<file path="config.mk">
export PLATFORM = sky130hd
export DESIGN_NAME = printer_command_stream_parser
export DESIGN_NICKNAME = d
export VERILOG_FILES = /design/src/rtl/core/pcsp_pkg.sv /design/src/rtl/core/printer_command_stream_parser.sv
export SDC_FILE = /design/constraint.sdc
export NUM_CORES = 1
export LEC_CHECK = 0
export BUFFER_PORTS_ARGS = -buffer_cell sky130_fd_sc_hd__buf_4
export CAP_MARGIN = 25
export CORE_ASPECT_RATIO = 1.5
export CORE_UTILIZATION = 39
export DETAILED_ROUTE_END_ITERATION = 16
export PLACE_DENSITY = 0.65
export SLEW_MARGIN = 10
export SYNTH_ARGS = -nofsm -noshare
export SYNTH_HDL_FRONTEND = slang
export SYNTH_SLANG_ARGS = --single-unit
</file>
<file path="constraint.sdc">
create_clock -name i_clk -period 11.5 [get_ports i_clk]
set_input_delay 0.575 -clock i_clk [delete_from_list [all_inputs] [get_ports i_clk]]
set_output_delay 0.575 -clock i_clk [all_outputs]
set_load 0.03 [all_outputs]
</file>
<file path="src/rtl/core/pcsp_pkg.sv">
// Shared types, codes and the ESC command table for the printer command stream parser.
package pcsp_pkg;

    localparam int DefMaxParams = 3;
    localparam int ParamSlots   = 3;

    typedef logic [7:0] t_byte;

    typedef enum logic [1:0] {
        MODE_NORMAL = 2'd0,
        MODE_CMD    = 2'd1,
        MODE_PARAMS = 2'd2
    } t_mode;

    typedef enum logic [2:0] {
        KIND_PRINT   = 3'd0,
        KIND_TAB     = 3'd1,
        KIND_NEWLINE = 3'd2,
        KIND_PAGE    = 3'd3,
        KIND_CANCEL  = 3'd4,
        KIND_COMMAND = 3'd5,
        KIND_PAYLOAD = 3'd6,
        KIND_UNKNOWN = 3'd7
    } t_kind;

    localparam t_byte BYTE_ESC = 8'h1B;
    localparam t_byte BYTE_GS  = 8'h1D;
    localparam t_byte BYTE_DLE = 8'h10;
    localparam t_byte BYTE_FS  = 8'h1C;
    localparam t_byte BYTE_TAB = 8'h09;
    localparam t_byte BYTE_LF  = 8'h0A;
    localparam t_byte BYTE_CR  = 8'h0D;
    localparam t_byte BYTE_FF  = 8'h0C;
    localparam t_byte BYTE_CAN = 8'h18;

    typedef struct packed {
        logic       hit;
        logic [1:0] nparams;
        logic       payload;
    } t_cmd_info;

    function automatic t_cmd_info esc_lookup(input t_byte code);
        t_cmd_info info;
        info = '{hit: 1'b1, nparams: 2'd0, payload: 1'b0};
        unique case (code)
            8'h0C, 8'h32, 8'h40, 8'h4C, 8'h53, 8'h69, 8'h6D: info.nparams = 2'd0;
            8'h20, 8'h21, 8'h25, 8'h2D, 8'h33, 8'h3D, 8'h3F, 8'h45, 8'h47,
            8'h4A, 8'h4D, 8'h52, 8'h54, 8'h56, 8'h61, 8'h64, 8'h74, 8'h7B:
                info.nparams = 2'd1;
            8'h24, 8'h5C, 8'h63: info.nparams = 2'd2;
            8'h70: info.nparams = 2'd3;
            8'h26, 8'h2A: begin
                info.nparams = 2'd3;
                info.payload = 1'b1;
            end
            8'h44, 8'h57: info.payload = 1'b1;
            default: info.hit = 1'b0;
        endcase
        return info;
    endfunction

endpackage

</file>
<file path="src/rtl/core/printer_command_stream_parser.sv">
// Top level of the printer command stream parser: byte classifier, command collector, output register.
// Output timing: a result appears in the output register in the cycle after the byte that causes it is taken.
// Throughput: one byte per cycle; a byte is taken whenever the output register is empty or
// being taken in the same cycle, so a stalled result holds the input side until it is taken.
// Reset (synchronous, active low): parser returns to normal mode, held prefix, command and
// counts clear, output register empties; parameter slots keep their contents.
module printer_command_stream_parser
    import pcsp_pkg::*;
#(
    parameter int MAX_PARAMS = DefMaxParams
) (
    input  logic       i_clk,
    input  logic       i_rst_n,
    input  logic       i_in_valid,
    output logic       o_in_ready,
    input  logic [7:0] i_in_byte,
    output logic       o_out_valid,
    input  logic       i_out_ready,
    output logic [2:0] o_out_kind,
    output logic [7:0] o_out_data,
    output logic [7:0] o_out_prefix,
    output logic [7:0] o_out_command,
    output logic [1:0] o_out_param_count,
    output logic [7:0] o_out_param0,
    output logic [7:0] o_out_param1,
    output logic [7:0] o_out_param2
);

    localparam logic [1:0] ParamCap = 2'(MAX_PARAMS);

    t_mode      r_mode, n_mode;
    t_byte      r_prefix, n_prefix;
    t_byte      r_command, n_command;
    logic [1:0] r_wanted, n_wanted;
    logic [1:0] r_seen, n_seen;
    logic       r_payload, n_payload;
    t_byte      r_store [ParamSlots];
    t_byte      n_store [ParamSlots];

    logic       r_out_valid;
    t_kind      r_kind;
    t_byte      r_data, r_out_prefix, r_out_command;
    logic [1:0] r_count;
    t_byte      r_param [ParamSlots];

    logic       emit;
    t_kind      emit_kind;
    logic       accept;
    t_cmd_info  info;
    logic [1:0] capped;
    logic [2:0] seen_inc;
    logic       is_prefix;
    logic       last_param;

    assign o_in_ready = !r_out_valid || i_out_ready;
    assign accept     = i_in_valid && o_in_ready;

    assign info      = esc_lookup(i_in_byte);
    assign capped    = (info.nparams > ParamCap) ? ParamCap : info.nparams;
    assign seen_inc  = {1'b0, r_seen} + 3'd1;
    assign last_param = seen_inc >= {1'b0, r_wanted};
    assign is_prefix = (i_in_byte == BYTE_ESC) || (i_in_byte == BYTE_GS) ||
                       (i_in_byte == BYTE_DLE) || (i_in_byte == BYTE_FS);

    always_comb begin
        n_mode = MODE_NORMAL;
        unique case (r_mode)
            MODE_CMD: begin
                if (r_prefix == BYTE_ESC && info.hit && capped != 2'd0) begin
                    n_mode = MODE_PARAMS;
                end
            end
            MODE_PARAMS: begin
                if (!last_param) begin
                    n_mode = MODE_PARAMS;
                end
            end
            default: begin
                if (is_prefix) begin
                    n_mode = MODE_CMD;
                end
            end
        endcase
    end

    always_comb begin
        n_prefix  = r_prefix;
        n_command = r_command;
        n_wanted  = r_wanted;
        n_seen    = r_seen;
        n_payload = r_payload;
        for (int i = 0; i < ParamSlots; i++) begin
            n_store[i] = r_store[i];
        end
        emit      = 1'b0;
        emit_kind = KIND_PRINT;
        unique case (r_mode)
            MODE_CMD: begin
                n_command = i_in_byte;
                n_seen    = 2'd0;
                if (r_prefix == BYTE_ESC && info.hit) begin
                    n_wanted  = capped;
                    n_payload = info.payload;
                    emit      = (capped == 2'd0);
                    emit_kind = info.payload ? KIND_PAYLOAD : KIND_COMMAND;
                end else begin
                    n_wanted  = 2'd0;
                    n_payload = 1'b0;
                    emit      = 1'b1;
                    emit_kind = KIND_UNKNOWN;
                end
            end
            MODE_PARAMS: begin
                n_store[r_seen] = i_in_byte;
                n_seen    = seen_inc[1:0];
                emit      = last_param;
                emit_kind = r_payload ? KIND_PAYLOAD : KIND_COMMAND;
            end
            default: begin
                emit = !is_prefix;
                if (is_prefix) begin
                    n_prefix = i_in_byte;
                end
                priority if (i_in_byte == BYTE_TAB) begin
                    emit_kind = KIND_TAB;
                end else if (i_in_byte == BYTE_LF || i_in_byte == BYTE_CR) begin
                    emit_kind = KIND_NEWLINE;
                end else if (i_in_byte == BYTE_FF) begin
                    emit_kind = KIND_PAGE;
                end else if (i_in_byte == BYTE_CAN) begin
                    emit_kind = KIND_CANCEL;
                end else begin
                    emit_kind = KIND_PRINT;
                end
            end
        endcase
    end

    always_ff @(posedge i_clk) begin
        if (!i_rst_n) begin
            r_mode      <= MODE_NORMAL;
            r_prefix    <= '0;
            r_command   <= '0;
            r_wanted    <= '0;
            r_seen      <= '0;
            r_payload   <= 1'b0;
            r_out_valid <= 1'b0;
        end else begin
            if (accept) begin
                r_mode    <= n_mode;
                r_prefix  <= n_prefix;
                r_command <= n_command;
                r_wanted  <= n_wanted;
                r_seen    <= n_seen;
                r_payload <= n_payload;
            end
            if (accept) begin
                r_out_valid <= emit;
            end else if (i_out_ready) begin
                r_out_valid <= 1'b0;
            end
        end
    end

    always_ff @(posedge i_clk) begin
        if (accept) begin
            for (int i = 0; i < ParamSlots; i++) begin
                r_store[i] <= n_store[i];
            end
        end
        if (accept && emit) begin
            r_kind <= emit_kind;
            r_data <= (emit_kind == KIND_PRINT) ? i_in_byte : '0;
            if (emit_kind == KIND_COMMAND || emit_kind == KIND_PAYLOAD ||
                emit_kind == KIND_UNKNOWN) begin
                r_out_prefix  <= r_prefix;
                r_out_command <= n_command;
                r_count       <= n_seen;
                for (int i = 0; i < ParamSlots; i++) begin
                    r_param[i] <= (2'(i) < n_seen) ? n_store[i] : '0;
                end
            end else begin
                r_out_prefix  <= '0;
                r_out_command <= '0;
                r_count       <= '0;
                for (int i = 0; i < ParamSlots; i++) begin
                    r_param[i] <= '0;
                end
            end
        end
    end

    assign o_out_valid       = r_out_valid;
    assign o_out_kind        = r_kind;
    assign o_out_data        = r_data;
    assign o_out_prefix      = r_out_prefix;
    assign o_out_command     = r_out_command;
    assign o_out_param_count = r_count;
    assign o_out_param0      = r_param[0];
    assign o_out_param1      = r_param[1];
    assign o_out_param2      = r_param[2];

`ifndef SYNTH
    a_unknown_no_params: assert property (@(posedge i_clk) disable iff (!i_rst_n)
        o_out_valid && o_out_kind == KIND_UNKNOWN |-> o_out_param_count == 2'd0)
        else $error("unknown command beat carries parameters");

    a_count_capped: assert property (@(posedge i_clk) disable iff (!i_rst_n)
        o_out_valid |-> o_out_param_count <= ParamCap)
        else $error("parameter count above cap");

    a_params_progress: assert property (@(posedge i_clk) disable iff (!i_rst_n)
        r_mode == MODE_PARAMS |-> r_wanted != 2'd0 && r_seen < r_wanted)
        else $error("parameter collection out of range");

    a_prefix_opens_cmd: assert property (@(posedge i_clk) disable iff (!i_rst_n)
        accept && r_mode != MODE_CMD && r_mode != MODE_PARAMS && is_prefix
        |=> r_mode == MODE_CMD && !r_out_valid)
        else $error("prefix byte did not open a command");

    a_print_clean: assert property (@(posedge i_clk) disable iff (!i_rst_n)
        o_out_valid && o_out_kind == KIND_PRINT |-> o_out_prefix == 8'h00 &&
        o_out_command == 8'h00)
        else $error("print beat carries command fields");
`endif

endmodule
</file>
==> results.sh, run 1 <==
export IMPL_clock_sinks=101
export IMPL_finalHoldViolations=0
export IMPL_setup_viol=0
export IMPL_synthFlopType="edfxtp_1"
export IMPL_wl_met3_um=533
export IMPL_layout_nets=484
export IMPL_start_util=0.4020
export IMPL_holdCritPathClass="reg -> reg"
export IMPL_fp_row_count=49
export IMPL_drc=0
export IMPL_cts_root_buffer="clkbuf_16"
export IMPL_routedLengthMet1_um=4124
export IMPL_wire_per_inst_um=16.41
export IMPL_die_w_um=92.88
export IMPL_antenna_found_initial=0
export IMPL_report_final_slew_viol_count=0
export IMPL_drtIter0Drc=222
export IMPL_grt_setup_unrepaired="no"
export IMPL_critPathKind="in -> reg"
export IMPL_required_ps=11490
export IMPL_crit_path_max_fanout=30
export IMPL_r2r_start="o_out_valid"
export IMPL_die_y_um=138.3
export IMPL_fin_skew_ps=5.676
export IMPL_hold_ws_ps=459.8
export IMPL_first_pass_iters=5
export IMPL_vias_per_cell=5.188
export IMPL_status="complete, no violations"
export IMPL_top_layer="met4"
export IMPL_layout_common_cells="edfxtp_1 (77), buf_4 (68), nand2_1 (44)"
export IMPL_grt_max_degree=31
export IMPL_cts_resized=0
export IMPL_diodes=0
export IMPL_clk_pin_slew_ps=60
export IMPL_yosys_warnings=0
export IMPL_route_met2_wl_um=5449
export IMPL_ys_ff_latch=101
export IMPL_startpoint="i_out_ready"
export IMPL_antenna_left=0
export IMPL_syn_inst=409
export IMPL_place_congestion=0.8230
export IMPL_cts_path_max_buffers=2
export IMPL_setup_tns_ps=0
export IMPL_numCtsBuffers=9
export IMPL_syn_nets=429
export IMPL_cts_setup_buffers=0
export IMPL_holdBufCountCts=0
export IMPL_cap_viol_max_count=0
export IMPL_synth_edf_count=77
export IMPL_dp_hpwl_um=6980
export IMPL_min_period_ps=2948
export IMPL_critPathArrivalTime_ps=2940
export IMPL_core_um2=12020
export IMPL_yosysSeqAreaShare=0.5781
export IMPL_grt_usage=0.1639
export IMPL_synth_area_per_cell_um2=11.81
export IMPL_htree_levels=3
export IMPL_final_common_cell="edfxtp_1"
export IMPL_ioPinCount=67
export IMPL_io_buffers=66
export IMPL_num_vias=3227
export IMPL_synth_distinct_cells=67
export IMPL_syn_area_um2=4831
export IMPL_max_slew_margin=0.4940
export IMPL_area_growth_pct=18.54
export IMPL_worstHoldStart="r_prefix[0]"
export IMPL_fillers=1118
export IMPL_critical_path_startpoint_type="input pin"
export IMPL_overflow=0
export IMPL_cts_tree="yes"
export IMPL_end_kind="register"
export IMPL_drive_above_1_share=0.2324
export IMPL_clkLatencyLatePin_ps=330
export IMPL_fmax_ghz=0.3392
export IMPL_wl_um=10210
export IMPL_period_share=0.2563
export IMPL_grt_pass1_wl_um=16280
export IMPL_grt_pass1_vias=3144
export IMPL_peakVddDrop_mv=0.07203
export IMPL_tightest_slew_ps=757.2
export IMPL_die_area_um2=12850
export IMPL_p_per_area_nw_per_um2=140.5
export IMPL_p_leak_uw=0.002193
export IMPL_async_reset_ff_frac=0
-- final cells by class --
cell class                      count  area (um2)  area share
Sequential cell                   101        2793      0.4877
Multi-Input combinational cell    272        1874      0.3273
Timing Repair Buffer               68       510.5     0.08914
Clock buffer                       13       271.5     0.04741
Tap cell                          153       191.4     0.03343
Inverter                           12       45.04    0.007865
Clock inverter                      3       41.29    0.007210
-- cells in the mapped netlist, types with 2 or more instances --
cell | count | share of area
a211o_1 | 2 | 0.0036
a21boi_1 | 7 | 0.011
a21oi_1 | 15 | 0.016
a32oi_1 | 2 | 0.0036
and2_1 | 26 | 0.034
and3_1 | 4 | 0.0052
buf_1 | 3 | 0.0023
buf_2 | 4 | 0.0041
buf_4 | 3 | 0.0047
buf_6 | 2 | 0.0047
clkbuf_1 | 10 | 0.0078
dfxtp_1 | 24 | 0.099
edfxtp_1 | 77 | 0.48
ha_1 | 7 | 0.018
inv_1 | 11 | 0.0085
mux2_2 | 14 | 0.033
mux2i_1 | 18 | 0.037
nand2_1 | 44 | 0.034
nand2b_1 | 3 | 0.0039
nand3_1 | 13 | 0.013
nand3b_1 | 5 | 0.0078
nand4_1 | 3 | 0.0039
nand4b_1 | 2 | 0.0036
nor2_1 | 23 | 0.018
nor2b_1 | 19 | 0.025
nor3_1 | 3 | 0.0031
nor4bb_1 | 3 | 0.0062
o21a_1 | 2 | 0.0031
o21ai_0 | 9 | 0.0093
o21ai_1 | 5 | 0.0052
o22ai_1 | 4 | 0.0052
o32a_1 | 2 | 0.0041
or2b_1 | 3 | 0.0047
or3_1 | 2 | 0.0026
or4_1 | 2 | 0.0031
xor2_1 | 2 | 0.0036
-- path summary, 6_finish.rpt --
kind	end	slack, ps	depth (start not counted)
max	o_out_command[7]	8550	7
min	r_prefix[0]	460	2
max reg2reg	o_out_command[7]	8550	6
min reg2reg	r_prefix[0]	460	2
-- cell families after synthesis --
family,Yosys count,share of synthesized area
AO/OA/AOI/OAI,63,0.09635
XOR/XNOR,3,0.005440
adder cells (fa/ha/maj),8,0.02227
buffers and inverters,36,0.03781
flip-flops,101,0.5781
multiplexers,32,0.06993
AND/OR/NAND/NOR,166,0.1901
-- power by group --
group	internal (uW)	switching (uW)
registers	410	4.84
clock network	188	119
logic	27.6	54.6
-- stage by stage --
stage / util / setup WS, ps / cell area [um2] / total power (uW) / std cells
floorplan: - / 6370 / 4831 / 476.8 / 409
global placement: 0.4505 / 8260 / 5414 / 504.6 / 606
detailed placement: 0.4505 / 8169 / 5414 / 506.2 / 606
CTS: 0.4766 / 8501 / 5727 / 811.9 / 622
global route: 0.4766 / 8299 / 5727 / 831.2 / 622
finish: 0.4766 / 8552 / 5727 / 804.4 / 622
-- critical path: stages --
cell	delay (ps)
buf_4	70
nand2b_1	130
nand2_1	180
inv_2	470
nand2_1	600
o41ai_4	480
buf_4	400
-- per-layer routing --
metal / vias to the layer above / GRT usage
li1: 1597 / -
met1: 1518 / 0.2084
met2: 105 / 0.2779
met3: 7 / 0.02420
met4: 0 / 0.06397
met5: - / 0
-- registers in the layout (all words and copies together) (netlist names) --
name and cells:
o_out_prefix 8, r_seen 2, o_out_kind 3, r_command 8, o_out_data 8, r_wanted 2
r_payload 1, r_store 24, o_out_param_count 2, r_prefix 8, r_mode 2, o_out_command 8
r_param 24, o_out_valid 1
No activity file was read; power rests on OpenSTA's default activity.
==> run 2, diff against run 1 <==
- ABC_AREA: unset -> 1
- PLACE_DENSITY: 0.65 -> 0.67
- clock period: 11.5 -> 2.51 ns (I/O delays scaled with it)
==> results.sh, run 2 <==
export IMPL_ioPinCount=67
export IMPL_grt_usage=0.1919
export IMPL_area_growth_pct=20.37
export IMPL_synth_top_cells_by_area="edfxtp_1 (47%), dfxtp_1 (9.8%), nand2_1 (8.1%)"
export IMPL_diodes=0
export IMPL_cts_setup_buffers=0
export IMPL_layout_common_cells="nand2_1 (106), nor2_1 (85), inv_1 (77), edfxtp_1 (77), buf_4 (71)"
export IMPL_start_util=0.4048
export IMPL_fin_skew_ps=8.567
export IMPL_r2r_start="r_mode[0]"
export IMPL_rrSetupSlack_ps=310
export IMPL_antenna_left=0
export IMPL_antenna_found_initial=0
export IMPL_synthTopCellsByCount="nand2_1 (106), nor2_1 (85), inv_1 (79)"
export IMPL_worstRegToRegCells=11
export IMPL_critical_path_startpoint_type="register"
export IMPL_holdCritPathClass="in -> reg"
export IMPL_tightest_slew_ps=543.8
export IMPL_synth_largest_area_cell="edfxtp_1"
export IMPL_combPwrFrac=0.132
export IMPL_syn_area_um2=4890
export IMPL_period_share=0.8766
export IMPL_num_vias=3697
export IMPL_die_y_um=139.1
export IMPL_cts_root_buffer="clkbuf_16"
export IMPL_top_regs="r_param: 24 flops, r_store: 24 flops"
export IMPL_max_slew_margin=0.6375
export IMPL_synth_distinct_cells=33
export IMPL_drc=0
export IMPL_peakVddDrop_mv=0.2652
export IMPL_fillers=1146
export IMPL_end_kind="register"
export IMPL_grt_setup_unrepaired="no"
export IMPL_hold_depth=3
export IMPL_syn_inst=542
export IMPL_critPathArrivalTime_ps=2280
export IMPL_cts_path_max_buffers=2
export IMPL_power_frac_clock=0.351
export IMPL_min_period_ps=2200
export IMPL_fin_area_um2=5886
export IMPL_synth_area_per_cell_um2=9.022
export IMPL_synth_top_area_frac=0.4729
export IMPL_drtIter0Drc=163
export IMPL_htree_levels=3
export IMPL_syn_nets=562
export IMPL_ys_ff_latch=101
export IMPL_pwr_share_seq=0.517
export IMPL_p_switching_uw=950.8
export IMPL_vias_per_cell=4.814
export IMPL_layout_nets=630
export IMPL_synth_most_common_cell="nand2_1"
export IMPL_numCtsBuffers=9
export IMPL_p_per_area_nw_per_um2=634.6
export IMPL_drive_above_1_share=0.2341
export IMPL_synthFlopType="edfxtp_1"
export IMPL_synth_edf_count=77
export IMPL_fmax_ghz=0.4545
export IMPL_core_um2=12080
export IMPL_rr_endpoint="r_param[0][14]"
export IMPL_clkLatencyLatePin_ps=340
export IMPL_async_reset_ff_frac=0
export IMPL_wl_um=11550
export IMPL_setup_viol=0
export IMPL_setup_tns_ps=0
export IMPL_die_area_um2=13000
export IMPL_grt_pass1_vias=3740
export IMPL_yosysSeqAreaShare=0.5711
export IMPL_io_buffers=66
export IMPL_grt_max_degree=45
export IMPL_dp_hpwl_um=8526
export IMPL_cts_tree="yes"
export IMPL_die_w_um=93.43
export IMPL_fp_row_count=49
export IMPL_yosys_warnings=0
export IMPL_place_congestion=0.8770
export IMPL_sw_frac_of_total=0.2545
export IMPL_holdBufCountCts=0
export IMPL_overflow=0
export IMPL_p_leak_uw=0.002608
export IMPL_report_final_slew_viol_count=0
export IMPL_placed_cell_area_um2=5602
export IMPL_worstHoldStart="i_rst_n"
export IMPL_wire_per_inst_um=15.03
export IMPL_hold_ws_ps=109.6
export IMPL_fin_util=0.4873
export IMPL_final_common_cell="nand2_1"
export IMPL_critPathKind="reg -> reg"
export IMPL_clk_pin_slew_ps=70
export IMPL_first_pass_iters=4
export IMPL_cap_viol_max_count=0
export IMPL_crit_path_max_fanout=11
export IMPL_grt_pass1_wl_um=18970
export IMPL_clock_sinks=101
export IMPL_status="complete, no violations"
export IMPL_finalHoldViolations=0
export IMPL_required_ps=2590
export IMPL_internal_power_uw=2784
export IMPL_holdPathEnd="r_seen[0]"
## run 2: per-layer routing
layer  wire (um)  global-route usage
met5           0                   0
met4         306             0.08907
met3         337             0.02741
met2        6186              0.3444
met1        4715              0.2206
## run 2: repair_timing
| item | 4_1_cts | 5_1_grt |
|---|---|---|
| endpoints found under the setup margin | 0 | 6 |
| endpoints found under the hold margin | 0 | 0 |
| resized for setup | 0 | 1 |
## run 2: power groups by stage
| stage | clock (uW) | sequential [uW] | combinational, uW |
|---|---|---|---|
| floorplan | 0 | 2080 | 215 |
| global placement | 0 | 1970 | 491 |
| detailed placement | 0 | 1970 | 496 |
| CTS | 1340 | 1930 | 498 |
| global route | 1400 | 1940 | 540 |
| finish | 1310 | 1930 | 492 |
## run 2: how the worst max path moves through the flow
stage	slack, ps	depth (start not counted)	endpoint	startpoint
after floorplan	10	8	r_param[0][16]	r_seen[1]
after global placement	30	17	r_param[0][17]	i_in_byte[7]
after detailed placement	60	17	r_param[0][19]	i_in_byte[7]
after CTS	150	11	r_param[0][19]	r_mode[0]
after global routing	120	11	r_param[0][18]	r_mode[0]
final	310	11	r_param[0][14]	r_mode[0]
## run 2: cell type report
class,count,area (um2),share of cell area
Clock buffer,13,260.3,0.04422
Clock inverter,3,21.27,0.003614
Inverter,87,336.6,0.05719
Multi-Input combinational cell,337,1685,0.2864
Sequential cell,101,2798,0.4753
Tap cell,153,191.4,0.03253
Timing Repair Buffer,74,593.1,0.1008
## run 2: kinds of logic after synthesis
group                      synth area share
and+or+nand+nor                      0.2285
buffers and inverters               0.08904
adders and majority gates           0.02201
DFF                                  0.5711
AOI/OAI and AO/OA                   0.08931
## run 2: per-stage QoR
step	instances	worst slack, ps	total power, uW
finish	768	309.7	3735
global route	768	115.6	3881
CTS	768	154.2	3773
detailed placement	752	56.08	2465
global placement	752	28.97	2459
floorplan	542	11.57	2290
## run 2: critical path, cell delays in order (launching register included)
cell and delay [ps]:
dfxtp_1 350, inv_1 50, ha_2 480, nor2_1 100
inv_1 120, o21ai_0 110, a21oi_2 150, nand2_2 100
nand2_2 160, nand2_4 120, nand2_4 130, nor2_1 60
==> run 3, diff against run 2 <==
- GPL_TIMING_DRIVEN: unset -> 0
- RECOVER_POWER: unset -> 100
==> results.sh, run 3 (synthesis results as in run 2) <==
export IMPL_status="complete, no violations"
export IMPL_first_pass_iters=5
export IMPL_drive_above_1_share=0.1266
export IMPL_diodes=0
export IMPL_worstRegToRegCells=6
export IMPL_required_ps=2500
export IMPL_period_share=0.9406
export IMPL_fin_cells=777
export IMPL_start_util=0.4048
export IMPL_cap_viol_max_count=0
export IMPL_overflow=0
export IMPL_startpoint="r_seen[1]"
export IMPL_cts_tree="yes"
export IMPL_antenna_left=0
export IMPL_grt_pass1_wl_um=18530
export IMPL_setup_viol=0
export IMPL_rr_endpoint="o_out_kind[1]"
export IMPL_hold_ws_ps=66.60
export IMPL_report_final_slew_viol_count=0
export IMPL_top_regs="r_param: 24 flops, r_store: 24 flops"
export IMPL_die_y_um=139.1
export IMPL_holdCritPathClass="in -> reg"
export IMPL_dp_hpwl_um=8405
export IMPL_fp_row_count=49
export IMPL_clock_sinks=101
export IMPL_dp_cells=758
export IMPL_area_growth_pct=15.51
export IMPL_grt_use_met2=0.3324
export IMPL_numCtsBuffers=9
export IMPL_wl_um=11640
export IMPL_r2r_start="r_seen[1]"
export IMPL_fillers=1168
export IMPL_holdBufCountCts=0
export IMPL_grt_max_degree=34
export IMPL_htree_levels=3
export IMPL_rrSetupSlack_ps=150
export IMPL_peakVddDrop_mv=0.2776
export IMPL_io_buffers=62
export IMPL_layout_nets=639
export IMPL_finalHoldViolations=0
export IMPL_cts_root_buffer="clkbuf_16"
export IMPL_die_area_um2=13000
export IMPL_critPathArrivalTime_ps=2350
export IMPL_fin_total_pwr_uw=3654
export IMPL_met3_usage=0.02357
export IMPL_setup_tns_ps=0
export IMPL_ioPinCount=67
export IMPL_cts_path_max_buffers=2
export IMPL_fin_skew_ps=5.835
export IMPL_min_period_ps=2361
export IMPL_grt_usage=0.1875
export IMPL_grt_setup_unrepaired="no"
export IMPL_drc=0
export IMPL_fmax_ghz=0.4236
export IMPL_p_leak_uw=0.002390
export IMPL_crit_path_max_fanout=6
export IMPL_end_kind="register"
export IMPL_die_w_um=93.43
export IMPL_p_per_area_nw_per_um2=647.0
export IMPL_num_vias=3777
export IMPL_core_um2=12080
export IMPL_worstHoldStart="i_rst_n"
export IMPL_place_congestion=0.8538
export IMPL_multi_input_area_um2=1677
export IMPL_clk_pin_slew_ps=70
export IMPL_regArea_um2=2798
export IMPL_wire_per_inst_um=14.98
export IMPL_endpoint="o_out_kind[1]"
export IMPL_final_common_cell="nand2_1"
export IMPL_max_slew_margin=0.4323
export IMPL_busiest_layer="met2"
export IMPL_antenna_found_initial=0
export IMPL_layout_common_cells="nand2_1 (106), nor2_1 (93), inv_1 (78)"
export IMPL_grt_use_met1=0.2135
export IMPL_critPathKind="reg -> reg"
export IMPL_critical_path_startpoint_type="register"
export IMPL_clkLatencyLatePin_ps=340
export IMPL_tightest_slew_ps=851.5
export IMPL_vias_per_cell=4.861
export IMPL_fin_util=0.4676
export IMPL_drtIter0Drc=199
export IMPL_grt_pass1_vias=3742
## run 3: cell types whose count changed in the layout (fill, tap and decap cells not counted), moves of 3 or more
cell      before  now
clkbuf_2       0    3
buf_4         71    8
nor2_2        21   13
buf_12         3    0
nor2_1        85   93
clkbuf_1       2   66
clkinv_2       1    4
buf_6          0    4
## run 3: repair_timing
| item | 4_1_cts | 5_1_grt |
|---|---|---|
| setup endpoints to repair | 81 | 67 |
| setup buffers | 3 | 0 |
| cloned | 1 | 0 |
| resized for setup | 2 | 3 |
## run 3: power breakdown
group | internal (uW) | switching, uW
clock network | 673 | 609
logic | 106 | 335
registers | 1900 | 29.4
total | 2680 | 974
## run 3: how the worst min path moves through the flow
| stage | endpoint | slack [ps] | cells past startpoint |
|---|---|---|---|
| after CTS | r_seen[0] | 60 | 3 |
| after floorplan | r_seen[0] | 250 | 2 |
| after global placement | r_seen[0] | 410 | 3 |
| after detailed placement | r_seen[0] | 420 | 3 |
| after global routing | r_seen[0] | 70 | 3 |
| final | r_seen[0] | 70 | 3 |
## run 3: through the flow
step                      instance area [um2]  worst slack, ps
after floorplan                          4916            11.57
after global placement                   5573           -621.7
after detailed placement                 5585           -698.4
after CTS                                5894            12.61
after global routing                     5648            15.47
final                                    5648            149.0
## run 3: final cells by class
cell class / instances / share of cell area
clock inverter: 6 / 0.006646
clock buffer: 10 / 0.04054
sequential: 101 / 0.4953
tap: 153 / 0.03389
inverter: 87 / 0.05959
multi-input combinational: 338 / 0.2969
timing repair buffer: 66 / 0.05073
buffer: 16 / 0.01639
## run 3: routing by layer
layer | wire [um] | share of wire
met5 | 0 | 0
met1 | 4645 | 0.40
met3 | 459 | 0.039
met2 | 6013 | 0.52
met4 | 518 | 0.045
## run 3: worst max-delay path, cell delays in order, from the launching register on
cell and delay (ps):
dfxtp_2 390, inv_2 70, fa_1 500, o31ai_2 300, a21oi_2 190, a21oi_4 160, clkbuf_1 400
